[config.mk]
export PLATFORM = sky130hd
export DESIGN_NAME = planar_chunky_converter_unit
export DESIGN_NICKNAME = d
export VERILOG_FILES = /design/src/hdl/pcc_pkg.sv /design/src/hdl/pcc_gather.sv /design/src/hdl/pcc_emit.sv /design/src/hdl/planar_chunky_converter_unit.sv
export SDC_FILE = /design/constraint.sdc
export NUM_CORES = 1
export LEC_CHECK = 0
export BUFFER_PORTS_ARGS = -buffer_cell sky130_fd_sc_hd__buf_4
export CELL_PAD_IN_SITES_DETAIL_PLACEMENT = 0
export CELL_PAD_IN_SITES_GLOBAL_PLACEMENT = 1
export CORE_MARGIN = 5
export CORE_UTILIZATION = 54
export DETAILED_ROUTE_END_ITERATION = 8
export GPL_TIMING_DRIVEN = 0
export HOLD_SLACK_MARGIN = 0.06
export PLACE_DENSITY_LB_ADDON = 0.1
export SYNTH_ARGS = -nofsm -noshare
export SYNTH_HDL_FRONTEND = slang
export SYNTH_SLANG_ARGS = --single-unit
[constraint.sdc]
create_clock -name clock -period 10.9 [get_ports clock]
set_input_delay 0.545 -clock clock [delete_from_list [all_inputs] [get_ports clock]]
set_output_delay 0.545 -clock clock [all_outputs]
set_load 0.05 [all_outputs]
[src/hdl/pcc_pkg.sv]
// Shared constants and types for the planar/chunky converter.
package pcc_pkg;

   localparam int PLANES       = 4;
   localparam int DATA_W       = 8;
   localparam int WORD_W       = 16;
   localparam int GROUP_PIXELS = 16;
   localparam int GROUP_BYTES  = 2 * PLANES;
   localparam int POS_W        = 4;
   localparam int PLANE_W      = (PLANES > 1) ? $clog2(PLANES) : 1;
   localparam int COLOUR_MAX   = (1 << PLANES) - 1;

   typedef logic [DATA_W-1:0] data_type;
   typedef logic [POS_W-1:0]  pos_type;
   typedef logic [PLANE_W-1:0] plane_idx_type;
   typedef logic [PLANES-1:0][WORD_W-1:0] words_type;

   localparam logic DIR_DECODE = 1'b0;
   localparam logic DIR_ENCODE = 1'b1;

   typedef struct packed {
      logic      encode;
      logic      err;
      words_type words;
   } group_type;

endpackage

[src/hdl/pcc_gather.sv]
// Input side: collects one group of planar bytes or pixels into plane words.
module pcc_gather (
   input  logic              clock,
   input  logic              reset,
   input  logic              csr_write,
   input  logic              csr_direction,
   input  logic              req_accept,
   input  pcc_pkg::data_type req_data_in,
   input  logic              req_frame_start,
   output logic              at_last,
   output logic              grp_load,
   output pcc_pkg::group_type grp
);
   import pcc_pkg::*;

   logic          dir_ff;
   words_type     words_ff;
   pos_type       pos_ff;
   logic          err_ff;

   words_type     words_base;
   pos_type       pos_base;
   logic          err_base;
   words_type     words_in;
   logic          err_in;
   logic [POS_W:0] pos_in;
   logic          done;
   plane_idx_type plane;
   logic          over_range;
   logic [PLANES-1:0] colour;

   always_comb begin
      words_base = req_frame_start ? '0 : words_ff;
      pos_base   = req_frame_start ? '0 : pos_ff;
      err_base   = req_frame_start ? 1'b0 : err_ff;
      words_in   = words_base;
      err_in     = err_base;
      pos_in     = {1'b0, pos_base} + (POS_W+1)'(1);
      plane      = PLANE_W'(pos_base >> 1);
      over_range = (32'(req_data_in) > 32'(COLOUR_MAX));
      colour     = over_range ? '0 : req_data_in[PLANES-1:0];
      if (dir_ff == DIR_DECODE) begin
         if (!pos_base[0]) begin
            words_in[plane][WORD_W-1:DATA_W] = req_data_in;
         end else begin
            words_in[plane][DATA_W-1:0] = req_data_in;
         end
         done = (pos_in == (POS_W+1)'(GROUP_BYTES));
      end else begin
         if (over_range) begin
            err_in = 1'b1;
         end
         for (int p = 0; p < PLANES; p++) begin
            if (colour[p]) begin
               words_in[p][~pos_base] = 1'b1;
            end
         end
         done = (pos_in == (POS_W+1)'(GROUP_PIXELS));
      end
   end

   assign at_last = (dir_ff == DIR_DECODE) ? (pos_ff == POS_W'(GROUP_BYTES - 1))
                                           : (pos_ff == POS_W'(GROUP_PIXELS - 1));
   assign grp_load   = req_accept && done;
   assign grp.encode = dir_ff;
   assign grp.err    = err_in;
   assign grp.words  = words_in;

   always_ff @(posedge clock) begin
      if (reset) begin
         dir_ff   <= DIR_DECODE;
         words_ff <= '0;
         pos_ff   <= '0;
         err_ff   <= 1'b0;
      end else if (csr_write) begin
         dir_ff   <= csr_direction;
         words_ff <= '0;
         pos_ff   <= '0;
         err_ff   <= 1'b0;
      end else if (req_accept) begin
         if (done) begin
            words_ff <= '0;
            pos_ff   <= '0;
            err_ff   <= 1'b0;
         end else begin
            words_ff <= words_in;
            pos_ff   <= pos_in[POS_W-1:0];
            err_ff   <= err_in;
         end
      end
   end

endmodule

[src/hdl/pcc_emit.sv]
// Output side: holds a finished group and sends its results one per transfer.
module pcc_emit (
   input  logic               clock,
   input  logic               reset,
   input  logic               grp_load,
   input  pcc_pkg::group_type grp,
   output logic               busy,
   output logic               grp_encode,
   input  logic               rsp_stall,
   output logic               rsp_valid,
   output pcc_pkg::data_type  rsp_value_out,
   output logic               rsp_last_of_group,
   output logic               rsp_pixel_error
);
   import pcc_pkg::*;

   group_type     grp_ff;
   logic          busy_ff;
   pos_type       idx_ff;
   plane_idx_type plane;
   logic [WORD_W-1:0] word;
   logic [PLANES-1:0] pixel;
   logic          last;

   always_comb begin
      plane = PLANE_W'(idx_ff >> 1);
      word  = grp_ff.words[plane];
      for (int p = 0; p < PLANES; p++) begin
         pixel[p] = grp_ff.words[p][~idx_ff];
      end
      if (grp_ff.encode == DIR_ENCODE) begin
         rsp_value_out   = idx_ff[0] ? word[DATA_W-1:0] : word[WORD_W-1:DATA_W];
         last            = (idx_ff == POS_W'(GROUP_BYTES - 1));
         rsp_pixel_error = grp_ff.err;
      end else begin
         rsp_value_out   = DATA_W'(pixel);
         last            = (idx_ff == POS_W'(GROUP_PIXELS - 1));
         rsp_pixel_error = 1'b0;
      end
   end

   // buffer frees at the final transfer, so the next group can load in that cycle
   assign rsp_valid         = busy_ff;
   assign rsp_last_of_group = last;
   assign busy              = busy_ff && !(!rsp_stall && last);
   assign grp_encode        = grp_ff.encode;

   always_ff @(posedge clock) begin
      if (reset) begin
         busy_ff <= 1'b0;
         idx_ff  <= '0;
      end else if (grp_load) begin
         busy_ff <= 1'b1;
         idx_ff  <= '0;
      end else if (busy_ff && !rsp_stall) begin
         if (last) begin
            busy_ff <= 1'b0;
            idx_ff  <= '0;
         end else begin
            idx_ff <= idx_ff + POS_W'(1);
         end
      end
   end

   always_ff @(posedge clock) begin
      if (grp_load) begin
         grp_ff <= grp;
      end
   end

endmodule

[src/hdl/planar_chunky_converter_unit.sv]
// Top level of the planar/chunky converter.
//
//  port group  | dir | carries
//  req_*       | in  | planar byte or pixel index, frame start
//  rsp_*       | out | pixel index or planar byte, group end, pixel error
//  csr_*       | in  | direction register write
//
// One input transfer per cycle while a group fills; the finished group is
// copied to an output buffer that sends one result per cycle (16 pixels or
// 8 bytes) unless rsp_stall holds it. The item that completes a group waits
// until the buffer sends the last result of the previous group. Decode: 8 bytes
// in, 16 results out per group, so the output buffer sets the pace. Synchronous
// reset empties the buffer and clears direction and group state.
module planar_chunky_converter_unit (
   input  logic              clock,
   input  logic              reset,
   input  logic              csr_write,
   input  logic              csr_direction,
   input  logic              req_valid,
   output logic              req_stall,
   input  pcc_pkg::data_type req_data_in,
   input  logic              req_frame_start,
   output logic              rsp_valid,
   input  logic              rsp_stall,
   output pcc_pkg::data_type rsp_value_out,
   output logic              rsp_last_of_group,
   output logic              rsp_pixel_error
);
   import pcc_pkg::*;

   logic      at_last;
   logic      busy;
   logic      req_accept;
   logic      grp_load;
   logic      grp_encode;
   group_type grp;

   assign req_stall  = at_last && busy;
   assign req_accept = req_valid && !req_stall;

   pcc_gather u_gather (
      .clock           (clock),
      .reset           (reset),
      .csr_write       (csr_write),
      .csr_direction   (csr_direction),
      .req_accept      (req_accept),
      .req_data_in     (req_data_in),
      .req_frame_start (req_frame_start),
      .at_last         (at_last),
      .grp_load        (grp_load),
      .grp             (grp)
   );

   pcc_emit u_emit (
      .clock             (clock),
      .reset             (reset),
      .grp_load          (grp_load),
      .grp               (grp),
      .busy              (busy),
      .grp_encode        (grp_encode),
      .rsp_stall         (rsp_stall),
      .rsp_valid         (rsp_valid),
      .rsp_value_out     (rsp_value_out),
      .rsp_last_of_group (rsp_last_of_group),
      .rsp_pixel_error   (rsp_pixel_error)
   );

   // a new group never lands on a buffer that is still sending
   a_no_overwrite: assert property (@(posedge clock) disable iff (reset)
      grp_load |-> !busy)
      else $error("group loaded while output buffer busy");

   // the final transfer of a group empties the buffer unless a new group loads
   a_last_empties: assert property (@(posedge clock) disable iff (reset)
      rsp_valid && !rsp_stall && rsp_last_of_group && !grp_load |=> !rsp_valid)
      else $error("output buffer still valid after group end");

   // pixel error only in encode mode; decoded pixels stay in colour range
   a_decode_range: assert property (@(posedge clock) disable iff (reset)
      rsp_valid && (grp_encode == DIR_DECODE) |->
         !rsp_pixel_error && (32'(rsp_value_out) <= 32'(COLOUR_MAX)))
      else $error("bad decode result");

endmodule

# Yosys cells after proc, flatten, opt, wreduce, memory -nomap -nowiden
# Index checks and enable logic that the tools add are counted.
[op_classes] add_sub_neg=2 n_lt_le_gt_ge=7 n_eq_ne=6 muxes=43 n_bitwise=6 reduce_logical=16
[op_table] operator="$mux 64" n=4
[op_table] operator="$bwmux 64" n=2
[op_table] operator="$mux 16" n=6
[op_table] operator="$demux 16 s2" n=2
[op_table] operator="$or 16x16->16" n=4
[op_table] operator="$bmux 16 s2" n=1
[op_table] operator="$mux 8" n=3
[op_table] operator="$bmux 1 s4" n=4
[op_table] operator="$mux 1" n=16
[op_table] operator="$mux 4" n=4
[op_table] operator="$lt 4x5->1 const B" n=2
[op_table] operator="$eq 4x3->1 const B" n=2
[op_table] operator="$eq 4x4->1 const B" n=2
[op_table] operator="$gt 8x4->1 const B" n=1
[op_table] operator="$logic_and 1x1->1" n=8
[op_table] operator="$not 4->4" n=2
[op_table] operator="$lt 2x3->1 const B" n=2
[op_table] operator="$add 4x1->5 const B" n=1
[op_table] operator="$eq 5x4->1 const B" n=1
[op_table] operator="$eq 5x5->1 const B" n=1
[op_table] operator="$add 4x1->4 const B" n=1
[op_table] operator="$demux 1 s4" n=1
[op_table] operator="$ge 4x1->1 const B" n=1
[op_table] operator="$reduce_bool 2->1" n=2
[op_table] operator="4 further kinds" n=7
[word_totals] ff_bits=141 inputBits=15

# Logic depth before layout (Yosys ltp)
[depth] word_depth=11 depth_mapped=10 ltp_nobuf=7

# Cells and area by module
# From an unflattened synthesis, not the netlist that was laid out.
[unflattened] hier_cells=802 hier_area_um2=8395.6
[modules_own_cells] mod="pcc_gather" n_inst=1 cells_per_inst=614 area_per_inst_um2=5048.6
[modules_own_cells] mod="pcc_emit" n_inst=1 cells_per_inst=186 area_per_inst_um2=3333.2
[modules_own_cells] mod="planar_chunky_converter_unit" n_inst=1 cells_per_inst=2 area_per_inst_um2=13.8

# Worst setup path before layout
# No wires, ideal clock.
[synth_timing] kind="input -> register" from="input req_frame_start" to="register u_emit.grp_ff (netlist bit u_emit.grp_encode) (enable)" setup_ns=0.490 arrival_ns=4.645 t_required_ns=10.410 setup_slack_ns=5.765 path_stages=9 cell_sequence="buf_2 -> clkbuf_1 -> clkbuf_1 -> nor2b_1 -> ha_1 -> inv_1 -> nor3_1 -> nand2_1 -> nor2_1"
[synth_via] elab_chain_len=5
[synth_lines] element="start: declaration" line_no="planar_chunky_converter_unit.sv:22" text="input logic req_frame_start,"
[synth_lines] element="$mux 4 *" line_no="pcc_gather.sv:34" text="pos_base = req_frame_start ? '0 : pos_ff;"
[synth_lines] element="$add 4x1->5 *" line_no="pcc_gather.sv:38" text="pos_in = {1'b0, pos_base} + (POS_W+1)'(1);"
[synth_lines] element="$eq 5x4->1 or $eq 5x5->1 (tied branches)" line_no="pcc_gather.sv:48, pcc_gather.sv:58"
[synth_lines] element="$mux 1 *" line_no="pcc_gather.sv:42" text="if (dir_ff == DIR_DECODE) begin"
[synth_lines] element="$logic_and 1x1->1 *" line_no="pcc_gather.sv:64" text="assign grp_load = req_accept && done;"
[synth_lines] element="named net grp_load" line_no="planar_chunky_converter_unit.sv:34" text="logic grp_load;"
[synth_lines] element="end signal: assignment" line_no="pcc_emit.sv:67" text="grp_ff <= grp;"
[synth_lines] element="end: declaration" line_no="pcc_emit.sv:17" text="group_type grp_ff;"
# The timed path passes the listed nets; every way through them passes the cells marked *.
# A chain may end at the register's enable or synchronous reset.

==> flow_summary.toml <==
[outcome]
status = "complete, but fails checks"
failed_checks = "capacitance limit, slew limit"

[timing]
slew_headroom = -0.000767
fin_crit_ps = 4100
worst_slew_pin_slew_ps = 1480
worst_clock_skew_ps = 11.9
slew_violations = 1
post-route-period-util = 0.376
rsz0062_at_grt = "false"
timing.fmax_mhz = 244
hold_viol = 0
finalSetupTns_ps = 0
finalSetupViolCount = 0
setup_slack_ps = 6800

[synthesis]
ys_ff_latch = 141
ys_top_cells_by_area = "edfxtp_1 25%, dfxtp_1 19%, mux4_2 8.4%, mux2i_1 7.8%, a22o_1 7.1%"
synthFlopType = "dfxtp_1"
synth-warning-count = 0
syn_nets = 760
synth_edf_count = 66
yosys.area.top_type_share = 0.246
ys_types = 63
synth_area_um2 = 8070
synth.avg_cell_area_um2 = 10.9
synth_top_cell_by_area = "edfxtp_1"
synth-async-reset-ratio = 0
yosysSeqAreaShare = 0.432
syn_inst = 740

[die]
rows = 44
die_y_um = 132
start_util = 0.553
fp.dieW_um = 132
ios = 27
coreArea_um2 = 14600
dieArea_um2 = 17500

[routing]
routed_wl_mm = 26.3
vias_per_cell = 7.02
drc = 0
antenna_left = 0
wl_met1_mm = 10.7
drt_iter0_markers = 763
drt-pass1-iter-count = 5
wl_met3_mm = 3.01
drt-wirelength-per-cell_um = 26.8
routed-via-count = 6861
route.met2.wl_mm = 11.3
routed.top_layer = "met4"

[critical_path]
slowest_stage = "nor4bb_1"
worstSetupPathType = "in -> reg"
critPathLaunchType = "input port"
path_max_fanout = 10
critPathRequiredTime_ps = 11270
crit_top_cell = "clkbuf_1"
worstPathCellList = "buf_2, clkbuf_1, clkbuf_1, nor2b_1, inv_1, ha_1, nor4bb_1, a311oi_1, a21oi_1, a22o_1"
end_kind = "flip-flop"
crit_path_max_incr_delay_ps = 1260
critPathArrivalTime_ps = 4470

[global_routing]
track_usage = 0.299
overflow = 0
grt_max_degree = 39
grt_pass1_wl_mm = 40.1
antenna_found_initial = 0
grt_pass1_vias = 6536

[place]
io_buffers = 21
gp_congestion = 0.972
dp_slack_ps = 6760
hpwlAfterDp_mm = 19.6
dp.cells = 946

[clock_network]
post_cts_buffers = 0
ctsHoldBuffers = 0
cts_max_path_buffers = 2
cts_tree = "done"
cts-resized-gates = 0
numClockSinks = 141
htreeDepth = 4
cts_buffers = 17
clockRootBuffer = "clkbuf_16"
cts.clk_slew.worst_paths_ps = 60
clkLatencyLatePin_ps = 430

[layout]
layout-drive-gt1-share = 0.179
ff_latch_area_um2 = 3480
syn_to_final_growth_pct = 12.3
final_cells = 978
fin_nets = 801
multi_input_area_um2 = 4190
diodes = 0
n_fill_cell = 1194

[power]
power.static_leakage_nw = 3.41
power-per-cell-area_nw_per_um2 = 137
totalPowerFinal_mw = 1.24
peakVddDrop_mv = 0.107

[hold_path]
min_path_type = "in -> reg"

[run]
drv_cap = 1
registers in the layout, indices dropped and copies added, names as in the netlist:
register           flops
u_emit.grp_ff         65
u_gather.words_ff     64
u_emit.idx_ff          4
u_gather.pos_ff        4
u_emit.grp_encode      1
u_emit.rsp_valid       1
u_gather.dir_ff        1
u_gather.err_ff        1
cells in the mapped netlist, types with 3 or more instances:
| cell | count |
|---|---|
| dfxtp_1 | 75 |
| a21oi_1 | 68 |
| edfxtp_1 | 66 |
| a22o_1 | 65 |
| mux2i_1 | 63 |
| nor2b_1 | 50 |
| a311oi_1 | 40 |
| clkbuf_1 | 40 |
| buf_2 | 37 |
| mux4_2 | 30 |
| nor2_1 | 26 |
| nand3_1 | 23 |
| nand4_1 | 21 |
| a22oi_1 | 14 |
| o21ai_0 | 9 |
| inv_1 | 8 |
| nand2_1 | 6 |
| nor4_1 | 6 |
| buf_1 | 5 |
| ha_1 | 5 |
| nor3_1 | 5 |
| nor4bb_1 | 5 |
| a211oi_2 | 4 |
| and2_1 | 4 |
| and4b_1 | 4 |
| nand2b_1 | 4 |
| o21a_1 | 4 |
| and4bb_2 | 3 |
| nand4bb_1 | 3 |
| o22ai_1 | 3 |
per-stage QoR:
step           area, µm²  hold WS, ps  utilization
2_1_floorplan       8070          434            -
3_3_place_gp        8460          448        0.580
3_5_place_dp        8480          449        0.582
4_1_cts             9060          290        0.621
5_1_grt             9060          293        0.621
6_report            9060          306        0.621
cells by family (layout without fill, tap and decap cells):
| kind of cell | Yosys count | count (layout) | synth area share |
|---|---|---|---|
| xor gates and xnor gates | 3 | 3 | 0.00326 |
| and+or+nand+nor | 176 | 176 | 0.136 |
| adders and majority gates | 5 | 5 | 0.00775 |
| buffers and inverters | 94 | 148 | 0.0505 |
| muxes | 95 | 95 | 0.165 |
| AOI/OAI and AO/OA | 226 | 226 | 0.206 |
| DFF | 141 | 141 | 0.432 |
layout make-up:
cell class / instances / share of cell area
repair buffers: 22 / 0.0196
clock inverters: 15 / 0.0167
plain buffers: 85 / 0.0413
well taps: 184 / 0.0254
clock buffers: 17 / 0.0469
flip-flops and latches: 141 / 0.384
inverters: 9 / 0.00373
multi-input cells: 505 / 0.462
layout by cell type, fill, tap and decap left out, types with 5 or more instances in the layout:
cell type / instances
a22o_1: 65
nand2_1: 6
mux2i_1: 63
a21oi_1: 68
nand4_1: 21
nor4_1: 6
dfxtp_1: 75
inv_6: 8
nor2b_1: 50
buf_4: 23
nand3_1: 23
buf_1: 5
o21ai_0: 9
buf_2: 37
nor3_1: 5
ha_1: 5
mux4_2: 30
clkbuf_16: 17
nor2_1: 25
clkbuf_1: 40
nor4bb_1: 5
a22oi_1: 14
edfxtp_1: 66
a311oi_1: 40
inv_1: 8
critical path: cells and delay by family:
kind            cells  cell delay (ps)
compound gates      3              910
fa+ha+maj           1              320
buf+inv             4             1250
simple gates        2             1450
worst paths after layout:
| path | start | to | slack [ps] | cells past startpoint |
|---|---|---|---|---|
| max | req_frame_start | u_gather.words_ff[55] | 6800 | 10 |
| min | reset | u_gather.dir_ff | 310 | 2 |
| min reg2reg | u_gather.words_ff[61] | u_gather.words_ff[61] | 470 | 1 |
| max reg2reg | u_gather.pos_ff[0] | u_gather.words_ff[40] | 7150 | 8 |
layer usage:
layer,global-route usage,vias up
li1,-,3017
met1,0.415,3307
met2,0.435,444
met3,0.0805,93
met4,0.141,0
met5,0,-
report_power, final:
part | switching (mW) | total (mW) | leakage, nW | internal, mW
clock | 0.246 | 0.568 | 0.275 | 0.321
sequential | 0.00438 | 0.565 | 1.19 | 0.561
combinational | 0.0737 | 0.106 | 1.94 | 0.0323
(Power assumes the default switching activity.)
